<file path="src/hw/rtl/mprm_pkg.sv">
`timescale 1ns / 1ps
// mprm_pkg: shared types and constants of the memory pressure restart monitor
// request and result payloads, register map, action and reason codes
// no dependencies
package mprm_pkg;

    // snapshot request payload
    typedef struct packed {
        logic [19:0] used_mb;
        logic [19:0] total_mb;
        logic [63:0] stamp_ms;
        logic [31:0] batch_id;
    } snap_t;

    // result payload
    typedef struct packed {
        logic [1:0]  action;
        logic [15:0] use_pct;
        logic [15:0] peak_percent;
        logic [31:0] high_run_count;
        logic [31:0] soft_restart_count;
        logic [31:0] cache_clear_count;
        logic        restart_pending;
        logic [1:0]  restart_cause;
        logic [6:0]  restarts_logged;
    } rslt_t;

    // configuration register values
    typedef struct packed {
        logic [6:0]  threshold_percent;
        logic [15:0] sustained_batches;
        logic [15:0] clear_interval;
        logic [15:0] restart_hours;
        logic [63:0] origin_ms;
    } cfg_t;

    // per-request values handed to the decision logic
    typedef struct packed {
        logic [15:0] pct;
        logic        high;
        logic [63:0] stamp;
        logic [31:0] batch;
        logic [37:0] limit;
    } item_t;

    // action codes
    localparam logic [1:0] ACT_CONTINUE   = 2'd0;
    localparam logic [1:0] ACT_CLEAR      = 2'd1;
    localparam logic [1:0] ACT_RESTART    = 2'd2;
    localparam logic [1:0] ACT_CHECKPOINT = 2'd3;

    // pending restart reasons
    localparam logic [1:0] RSN_NONE      = 2'd0;
    localparam logic [1:0] RSN_PRESSURE  = 2'd1;
    localparam logic [1:0] RSN_SCHEDULED = 2'd2;

    // register indexes (8-byte spacing)
    localparam logic [2:0] REG_THRESHOLD = 3'd0;
    localparam logic [2:0] REG_SUSTAINED = 3'd1;
    localparam logic [2:0] REG_INTERVAL  = 3'd2;
    localparam logic [2:0] REG_HOURS     = 3'd3;
    localparam logic [2:0] REG_START     = 3'd4;

    // register reset values
    localparam logic [6:0]  THRESHOLD_RST = 7'd85;
    localparam logic [15:0] SUSTAINED_RST = 16'd50;
    localparam logic [15:0] INTERVAL_RST  = 16'd100;
    localparam logic [15:0] HOURS_RST     = 16'd168;

    // arithmetic constants
    localparam logic [6:0]  PERCENT_SCALE = 7'd100;
    localparam logic [21:0] MS_PER_HOUR   = 22'd3600000;
    localparam int          DIV_QBITS     = 16;
    localparam int          DIV_CNT_W     = $clog2(DIV_QBITS + 1);

endpackage

</file>
<file path="src/hw/rtl/memory_pressure_restart_monitor.sv">
`timescale 1ns / 1ps
// memory_pressure_restart_monitor: request sequencer around the percent divider
// depends on mprm_pkg, mprm_cfg, mprm_div, mprm_policy
//
// Usage:
// - snap channel (snap_valid / snap_stall / snap_data) takes one memory
//   snapshot request; rslt channel (rslt_valid / rslt_stall / rslt_data)
//   returns exactly one result per request.
// - the apb port holds the settings at byte addresses 0, 8, 16, 24, 32;
//   write them only while no request is in flight.
// - rslt_valid rises once the percent divider has produced its 16 quotient
//   bits, one bit per cycle, and the result is loaded; when total memory is
//   zero or the percent saturates, the divide iterations are skipped.
// - snap_stall stays high from acceptance until the result is loaded into
//   the output register; the next request may then be taken while that
//   result still waits, so no new request is taken before the last
//   result is loaded.
// - when the receiver stalls, the result holds in the output register; a
//   following request finishes its divide and then waits until the
//   register frees before it updates any kept state.
// - reset clears all counters, the peak, the pending restart and restores
//   the default settings; no request is in flight after reset.
module memory_pressure_restart_monitor #(
    parameter int LOG_DEPTH = 64
) (
    input  logic            clk,
    input  logic            rst_n,
    input  logic            psel,
    input  logic            penable,
    input  logic            pwrite,
    input  logic [5:0]      paddr,
    input  logic [63:0]     pwdata,
    output logic [63:0]     prdata,
    output logic            pready,
    input  logic            snap_valid,
    output logic            snap_stall,
    input  mprm_pkg::snap_t snap_data,
    output logic            rslt_valid,
    input  logic            rslt_stall,
    output mprm_pkg::rslt_t rslt_data
);
    import mprm_pkg::*;

    typedef enum logic [1:0] {
        S_IDLE,
        S_PREP,
        S_DIV,
        S_DECIDE
    } state_t;

    state_t      state_reg;
    logic        rslt_valid_reg;
    rslt_t       rslt_reg;
    snap_t       snap_reg;
    logic [26:0] used100_reg;
    logic        high_reg;
    logic [37:0] limit_reg;

    cfg_t        cfg;
    item_t       item;
    rslt_t       rslt_new;
    logic        accept;
    logic        out_free;
    logic        commit;
    logic        div_start;
    logic        div_done;
    logic [15:0] div_quo;
    logic [26:0] thr_total;

    assign accept     = snap_valid && !snap_stall;
    assign snap_stall = (state_reg != S_IDLE);
    assign out_free   = !rslt_valid_reg || !rslt_stall;
    assign commit     = (state_reg == S_DECIDE) && out_free;
    assign div_start  = (state_reg == S_PREP);
    assign thr_total  = 27'(cfg.threshold_percent) * 27'(snap_reg.total_mb);
    assign rslt_valid = rslt_valid_reg;
    assign rslt_data  = rslt_reg;

    // settings
    mprm_cfg u_cfg (
        .clk     (clk),
        .rst_n   (rst_n),
        .psel    (psel),
        .penable (penable),
        .pwrite  (pwrite),
        .paddr   (paddr),
        .pwdata  (pwdata),
        .prdata  (prdata),
        .pready  (pready),
        .cfg     (cfg)
    );

    // percent = used * 25600 / total
    mprm_div u_div (
        .clk      (clk),
        .rst_n    (rst_n),
        .start    (div_start),
        .dividend ({used100_reg, 8'h00}),
        .divisor  (snap_reg.total_mb),
        .done     (div_done),
        .quotient (div_quo)
    );

    assign item.pct   = div_quo;
    assign item.high  = high_reg;
    assign item.stamp = snap_reg.stamp_ms;
    assign item.batch = snap_reg.batch_id;
    assign item.limit = limit_reg;

    mprm_policy #(
        .LOG_DEPTH (LOG_DEPTH)
    ) u_policy (
        .clk    (clk),
        .rst_n  (rst_n),
        .commit (commit),
        .cfg    (cfg),
        .item   (item),
        .rslt   (rslt_new)
    );

    // sequencer and output register
    always_ff @(posedge clk or negedge rst_n)
    begin
        if (!rst_n)
        begin
            state_reg      <= S_IDLE;
            rslt_valid_reg <= 1'b0;
            rslt_reg       <= '0;
        end
        else
        begin
            // load on commit, free once taken
            if (commit)
            begin
                rslt_reg       <= rslt_new;
                rslt_valid_reg <= 1'b1;
            end
            else if (rslt_valid_reg && !rslt_stall)
            begin
                rslt_valid_reg <= 1'b0;
            end
            case (state_reg)
                S_IDLE:
                begin
                    if (accept)
                    begin
                        state_reg <= S_PREP;
                    end
                end
                S_PREP:
                begin
                    state_reg <= S_DIV;
                end
                S_DIV:
                begin
                    if (div_done)
                    begin
                        state_reg <= S_DECIDE;
                    end
                end
                S_DECIDE:
                begin
                    if (commit)
                    begin
                        state_reg <= S_IDLE;
                    end
                end
                default: state_reg <= S_IDLE;
            endcase
        end
    end

    // request datapath: capture, high test, schedule limit
    always_ff @(posedge clk)
    begin
        if (accept)
        begin
            snap_reg    <= snap_data;
            used100_reg <= 27'(snap_data.used_mb) * 27'(PERCENT_SCALE);
        end
        if (state_reg == S_PREP)
        begin
            // never high with zero total memory
            high_reg <= (snap_reg.total_mb != 20'd0) && (used100_reg > thr_total);
        end
        if (state_reg == S_DIV)
        begin
            limit_reg <= 38'(cfg.restart_hours) * 38'(MS_PER_HOUR);
        end
    end

endmodule

</file>
<file path="src/hw/rtl/mprm_cfg.sv">
`timescale 1ns / 1ps
// mprm_cfg: apb register file holding the five monitor settings
// depends on mprm_pkg
module mprm_cfg (
    input  logic              clk,
    input  logic              rst_n,
    input  logic              psel,
    input  logic              penable,
    input  logic              pwrite,
    input  logic [5:0]        paddr,
    input  logic [63:0]       pwdata,
    output logic [63:0]       prdata,
    output logic              pready,
    output mprm_pkg::cfg_t    cfg
);
    import mprm_pkg::*;

    logic [2:0] idx;
    logic       wr_en;
    cfg_t       cfg_reg;

    assign idx    = paddr[5:3];
    assign wr_en  = psel && penable && pwrite;
    assign pready = 1'b1;
    assign cfg    = cfg_reg;

    // register writes
    always_ff @(posedge clk or negedge rst_n)
    begin
        if (!rst_n)
        begin
            cfg_reg.threshold_percent <= THRESHOLD_RST;
            cfg_reg.sustained_batches <= SUSTAINED_RST;
            cfg_reg.clear_interval    <= INTERVAL_RST;
            cfg_reg.restart_hours     <= HOURS_RST;
            cfg_reg.origin_ms         <= '0;
        end
        else if (wr_en)
        begin
            case (idx)
                REG_THRESHOLD: cfg_reg.threshold_percent <= pwdata[6:0];
                REG_SUSTAINED: cfg_reg.sustained_batches <= pwdata[15:0];
                REG_INTERVAL:  cfg_reg.clear_interval    <= pwdata[15:0];
                REG_HOURS:     cfg_reg.restart_hours     <= pwdata[15:0];
                REG_START:     cfg_reg.origin_ms         <= pwdata;
                default:       ;
            endcase
        end
    end

    // read mux
    always_comb
    begin
        case (idx)
            REG_THRESHOLD: prdata = 64'(cfg_reg.threshold_percent);
            REG_SUSTAINED: prdata = 64'(cfg_reg.sustained_batches);
            REG_INTERVAL:  prdata = 64'(cfg_reg.clear_interval);
            REG_HOURS:     prdata = 64'(cfg_reg.restart_hours);
            REG_START:     prdata = cfg_reg.origin_ms;
            default:       prdata = '0;
        endcase
    end

endmodule

</file>
<file path="src/hw/rtl/mprm_div.sv">
`timescale 1ns / 1ps
// mprm_div: restoring divider, one quotient bit per cycle
// gives a 16-bit saturated quotient, zero for a zero divisor; depends on mprm_pkg
module mprm_div (
    input  logic        clk,
    input  logic        rst_n,
    input  logic        start,
    input  logic [34:0] dividend,
    input  logic [19:0] divisor,
    output logic        done,
    output logic [15:0] quotient
);
    import mprm_pkg::*;

    typedef enum logic {
        D_IDLE,
        D_RUN
    } dstate_t;

    dstate_t              dstate_reg;
    logic [DIV_CNT_W-1:0] cnt_reg;
    logic                 done_reg;
    logic [19:0]          rem_reg;
    logic [15:0]          quo_reg;
    logic [21:0]          diff;
    logic                 overflow;

    // trial subtract of the shifted remainder
    assign diff     = {1'b0, rem_reg, quo_reg[15]} - {2'b00, divisor};
    // quotient would not fit in 16 bits
    assign overflow = {1'b0, dividend} >= {divisor, 16'h0000};

    assign done     = done_reg;
    assign quotient = quo_reg;

    // sequencing of the iterations
    always_ff @(posedge clk or negedge rst_n)
    begin
        if (!rst_n)
        begin
            dstate_reg <= D_IDLE;
            cnt_reg    <= '0;
            done_reg   <= 1'b0;
        end
        else
        begin
            done_reg <= 1'b0;
            case (dstate_reg)
                D_IDLE:
                begin
                    if (start)
                    begin
                        if (divisor == 20'd0 || overflow)
                        begin
                            done_reg <= 1'b1;
                        end
                        else
                        begin
                            cnt_reg    <= DIV_CNT_W'(DIV_QBITS);
                            dstate_reg <= D_RUN;
                        end
                    end
                end
                D_RUN:
                begin
                    cnt_reg <= cnt_reg - DIV_CNT_W'(1);
                    if (cnt_reg == DIV_CNT_W'(1))
                    begin
                        done_reg   <= 1'b1;
                        dstate_reg <= D_IDLE;
                    end
                end
                default: dstate_reg <= D_IDLE;
            endcase
        end
    end

    // remainder and quotient datapath
    always_ff @(posedge clk)
    begin
        if (dstate_reg == D_IDLE && start)
        begin
            if (divisor == 20'd0)
            begin
                quo_reg <= '0;
            end
            else if (overflow)
            begin
                quo_reg <= '1;
            end
            else
            begin
                rem_reg <= {1'b0, dividend[34:16]};
                quo_reg <= dividend[15:0];
            end
        end
        else if (dstate_reg == D_RUN)
        begin
            if (!diff[21])
            begin
                rem_reg <= diff[19:0];
                quo_reg <= {quo_reg[14:0], 1'b1};
            end
            else
            begin
                rem_reg <= {rem_reg[18:0], quo_reg[15]};
                quo_reg <= {quo_reg[14:0], 1'b0};
            end
        end
    end

endmodule

</file>
<file path="src/hw/rtl/mprm_policy.sv">
`timescale 1ns / 1ps
// mprm_policy: action choice and the kept counters, peak and pending restart
// state moves on commit; result is the value after this request; depends on mprm_pkg
module mprm_policy #(
    parameter int LOG_DEPTH = 64
) (
    input  logic            clk,
    input  logic            rst_n,
    input  logic            commit,
    input  mprm_pkg::cfg_t  cfg,
    input  mprm_pkg::item_t item,
    output mprm_pkg::rslt_t rslt
);
    import mprm_pkg::*;

    localparam int            LW      = $clog2(LOG_DEPTH + 1);
    localparam logic [LW-1:0] LOG_MAX = LW'(LOG_DEPTH);

    logic [31:0]   high_run_reg, high_run_next;
    logic [15:0]   peak_reg, peak_next;
    logic [31:0]   last_clear_reg, last_clear_next;
    logic [31:0]   clears_reg, clears_next;
    logic [31:0]   restarts_reg, restarts_next;
    logic          flag_reg, flag_next;
    logic [1:0]    reason_reg, reason_next;
    logic [LW-1:0] logged_reg, logged_next;

    logic [31:0]   run_inc;
    logic [63:0]   elapsed;
    logic [31:0]   clr_gap;
    logic          sched;
    logic          sustain;
    logic          clr;
    logic [LW-1:0] logged_inc;
    logic [LW+6:0] logged_ext;
    logic [1:0]    act;

    // decision and next state
    always_comb
    begin
        peak_next  = (item.pct > peak_reg) ? item.pct : peak_reg;
        run_inc    = (high_run_reg == '1) ? high_run_reg : high_run_reg + 32'd1;
        elapsed    = item.stamp - cfg.origin_ms;
        clr_gap    = item.batch - last_clear_reg;
        logged_inc = (logged_reg < LOG_MAX) ? logged_reg + LW'(1) : logged_reg;

        high_run_next   = item.high ? run_inc : '0;
        last_clear_next = last_clear_reg;
        clears_next     = clears_reg;
        restarts_next   = restarts_reg;
        flag_next       = flag_reg;
        reason_next     = reason_reg;
        logged_next     = logged_reg;
        act             = ACT_CONTINUE;

        sched   = (cfg.origin_ms != 64'd0) && (item.stamp != 64'd0)
                  && (elapsed >= 64'(item.limit));
        sustain = high_run_next >= 32'(cfg.sustained_batches);
        clr     = (item.batch != 32'd0)
                  && ((item.batch < last_clear_reg) || (clr_gap >= 32'(cfg.clear_interval)));

        if (sched)
        begin
            flag_next   = 1'b1;
            reason_next = RSN_SCHEDULED;
            logged_next = logged_inc;
            act         = ACT_CHECKPOINT;
        end
        else if (sustain)
        begin
            flag_next     = 1'b1;
            reason_next   = RSN_PRESSURE;
            logged_next   = logged_inc;
            high_run_next = '0;
            restarts_next = (restarts_reg == '1) ? restarts_reg : restarts_reg + 32'd1;
            act           = ACT_RESTART;
        end
        else if (clr)
        begin
            last_clear_next = item.batch;
            clears_next     = (clears_reg == '1) ? clears_reg : clears_reg + 32'd1;
            act             = ACT_CLEAR;
        end

        logged_ext = (LW + 7)'(logged_next);

        rslt.action             = act;
        rslt.use_pct            = item.pct;
        rslt.peak_percent       = peak_next;
        rslt.high_run_count     = high_run_next;
        rslt.soft_restart_count = restarts_next;
        rslt.cache_clear_count  = clears_next;
        rslt.restart_pending    = flag_next;
        rslt.restart_cause      = reason_next;
        rslt.restarts_logged    = logged_ext[6:0];
    end

    // kept state
    always_ff @(posedge clk or negedge rst_n)
    begin
        if (!rst_n)
        begin
            high_run_reg   <= '0;
            peak_reg       <= '0;
            last_clear_reg <= '0;
            clears_reg     <= '0;
            restarts_reg   <= '0;
            flag_reg       <= 1'b0;
            reason_reg     <= RSN_NONE;
            logged_reg     <= '0;
        end
        else if (commit)
        begin
            high_run_reg   <= high_run_next;
            peak_reg       <= peak_next;
            last_clear_reg <= last_clear_next;
            clears_reg     <= clears_next;
            restarts_reg   <= restarts_next;
            flag_reg       <= flag_next;
            reason_reg     <= reason_next;
            logged_reg     <= logged_next;
        end
    end

endmodule

</file>
<file path="config.mk">
export PLATFORM = sky130hd
export DESIGN_NAME = memory_pressure_restart_monitor
export DESIGN_NICKNAME = d
export VERILOG_FILES = /design/src/hw/rtl/mprm_pkg.sv /design/src/hw/rtl/memory_pressure_restart_monitor.sv /design/src/hw/rtl/mprm_cfg.sv /design/src/hw/rtl/mprm_div.sv /design/src/hw/rtl/mprm_policy.sv
export SDC_FILE = /design/constraint.sdc
export NUM_CORES = 2
export LEC_CHECK = 0
export BUFFER_PORTS_ARGS = -buffer_cell sky130_fd_sc_hd__buf_2
export CORE_AREA = 2 2 258 260
export DETAILED_ROUTE_END_ITERATION = 6
export DIE_AREA = 0 0 260 262
export PLACE_DENSITY = 0.89
export SLEW_MARGIN = 20
export SYNTH_ARGS = -nofsm -noshare
export SYNTH_HDL_FRONTEND = slang
export SYNTH_SLANG_ARGS = --single-unit
</file>
<file path="constraint.sdc">
create_clock -name clk -period 15.95 [get_ports clk]
set_input_delay 3.19 -clock clk [delete_from_list [all_inputs] [get_ports clk]]
set_output_delay 3.19 -clock clk [all_outputs]
set_load 0.005 [all_outputs]
</file>
==> reports/metrics.cfg <==
[floorplan]
io_pins=420
design.core.area_mm2=0.0653
start_util=0.656
dieArea_mm2=0.0681
die_h_um=262
die_x_um=260
rows=94

[logic_synthesis]
synthMuxAreaShare=0.0317
yosysTopAreaCell=dfrtp_1
postSynth.asyncResetShare=0.590
synth_edf_count=209
synth_top_family_by_area=adder cells
synthFlopType=dfrtp_1
synth_cells=4555
synth_area_mm2=0.0428
synth-seq-cells=510
synth_cell_types=96
synth-adder-area-share=0.243
ys_warn_count=0
synth_top_area_share=0.168
syn_area_per_cell_um2=9.41
synth_xor_area_frac=0.0460
synth-simple-area-share=0.162
synth_nets=5465
ys_top_cells_by_area=dfrtp_1, edfxtp_1, ha_1
synth_seq_area_share=0.323
synth_compound_area_frac=0.129

[detailed_routing]
routed_wl_um=122000
drc=0
route.antenna.remaining_nets=0
drt_iter0_markers=3618
drtPass1Iterations=6
wl_per_cell_um=21.1
vias_per_cell=6.28
dr_total_vias=36400

[power]
p_switching_mw=5.28
sequentialPowerShare=0.202
vdd_ir_drop_max_mv=0.360
pwr-share-clk=0.115
power_density_mw_per_mm2=238
swShare=0.469
internal_power_mw=5.98
leakagePower_nw=23.1
p_comb_frac=0.683

[grt]
grt_pass1_vias=36300
grt_usage=0.354
grt_start_max_net_pins=123
overflow=0
antenna_found_initial=15
grt_pass1_wl_um=192000

[clock_tree]
clk-insertion-delay-late_ns=0.65
numCtsBuffers=53
clkTransAtPathRegs_ns=0.06
clock_sinks=510
cts_hold_buffers=0
cts-resized-gates=0
postCtsSetupBuffers=0
h-tree-depth=2
tritoncts=built
cts-root-buf=clkbuf_16
clk_path_buf_depth=3

[sta]
hold_viol_final=0
period_share=0.576
worst_pin_slew_ns=1.16
fin_crit_ns=9.19
rsz0062_at_grt=false
relSlewSlack=0.224
max_freq_mhz=109
fin_skew_ns=0.0473
maxSlewViolCount=0
final.setup.tns_ns=0
finalSetupViolCount=0

[cells_and_area]
fin_util=0.726
area_growth_pct=10.6
largest_reg_flops=119
nets=5795
drive_gt1_frac=0.135

[place]
gp_congestion=1.00
hpwlAfterDp_um=94100
io_buffers=415

[worst_hold_path]
min_path_cells=1
min_from=u_policy.flag_reg
hold_path_class=register to register

[worst_setup_path]
cp.arrival_ns=6.00
slowest_delay_ns=0.85
reg2regPathDepth=27
crit_type=primary input to output port
path_cells=buf_2, buf_4, nor2_1, nand2_2, o22ai_1, buf_2
worstPathRequired_ns=12.76
critPathMaxFanout=53
crit-reg2reg-launch=item[70]
crit_top_cell=buf_2
startpoint=paddr[4]
critPathLaunchType=primary input
r2r_setup_slack_ns=7.30
slowest_stage=nand2_2
critPathCaptureType=output port

[flow_run]
cap_violations=0

[outcome]
outcome=completed

-- worst max-delay path, delay by kind of cell --
kind	cells	cell delay, ns
AO/OA/AOI/OAI	1	0.58
buffers and inverters	3	0.55
AND/OR/NAND/NOR	2	1.61
-- cell families (layout without fill, tap and decap cells) --
kind of cell / count (synthesis) / after routing
adder cells (fa/ha/maj): 697 / 697
AO/OA/AOI/OAI: 881 / 881
AND/OR/NAND/NOR: 1396 / 1396
XOR/XNOR: 225 / 225
flip-flops: 510 / 510
other: 1 / 11
multiplexers: 114 / 114
buffers and inverters: 731 / 1104
-- stage by stage --
stage,instance area (µm²),power (mW),instances,hold WS (ns),setup WS (ns)
final,47400,11.3,5802,0.451,6.76
after global routing,47400,12.3,5797,0.483,6.78
after floorplan,42800,7.89,4555,0.429,8.31
after CTS,47300,11.2,5792,0.453,6.90
after detailed placement,45500,9.75,5694,0.440,6.88
after global placement,45500,9.38,5694,0.436,6.96
-- final cells by class --
cell class | instances | area, µm²
fill | 4554 | 17900
timing repair buffer | 435 | 2240
tap | 864 | 1080
antenna | 10 | 25.0
clock inverter | 24 | 269
inverter | 571 | 2140
clock buffer | 74 | 1530
sequential | 510 | 13800
multi-input combinational | 3314 | 26300
-- cells in the mapped netlist, drive strengths merged, types with 7 or more instances --
library cell	count
nor2b	46
dfstp	13
o21ai	257
nor3	104
nand4	90
a21oi	241
edfxtp	209
mux2	87
or3	18
a31oi	38
nand3	87
or2	20
a22oi	12
fa	223
o31ai	10
or4	11
o21bai	24
o22ai	19
o211ai	12
and4	16
nand3b	7
dfrtp	288
xnor2	100
and2	122
a2111oi	12
o2111ai	11
o41ai	7
clkbuf	135
a211oi	27
a22o	17
a211o	7
nand2b	41
xor2	125
nand2	413
ha	474
o21a	35
and3	41
mux2i	27
nor4	102
buf	25
a21boi	8
inv	571
a21o	77
nor2	260
-- cell usage in the layout, fill, tap and decap left out, types with 119 or more instances in the layout --
cell type and instances:
inv_1 570, ha_1 474, buf_2 414, nand2_1 411, dfrtp_1 288, nor2_1 258, a21oi_1 237, o21ai_0 236
fa_1 223, edfxtp_1 209, xor2_1 125, and2_1 119
-- power by group through the flow --
stage / Sequential (mW) / Combinational (mW) / Clock (mW)
after floorplan: 2.17 / 5.72 / 0
after global placement: 2.27 / 7.12 / 0
after detailed placement: 2.28 / 7.46 / 0
after CTS: 2.27 / 7.60 / 1.29
after global routing: 2.31 / 8.65 / 1.34
final: 2.28 / 7.69 / 1.29
-- final timing paths --
kind                                              endpoint
worst max-delay path                            prdata[14]
worst min-delay path                     u_policy.flag_reg
worst max register to register  u_policy.last_clear_reg[1]
worst min register to register           u_policy.flag_reg
max in group asynchronous                    u_cfg.cfg[19]
min in group asynchronous           u_policy.clears_reg[9]
-- layer usage --
layer,up-vias,track usage,part of all wire
met5,-,0,0.00089
met4,18,0.168,0.053
met3,408,0.0623,0.086
met2,1848,0.593,0.48
met1,17600,0.448,0.38
li1,16500,-,-
Note: power is estimated with default switching activity, not from simulation.
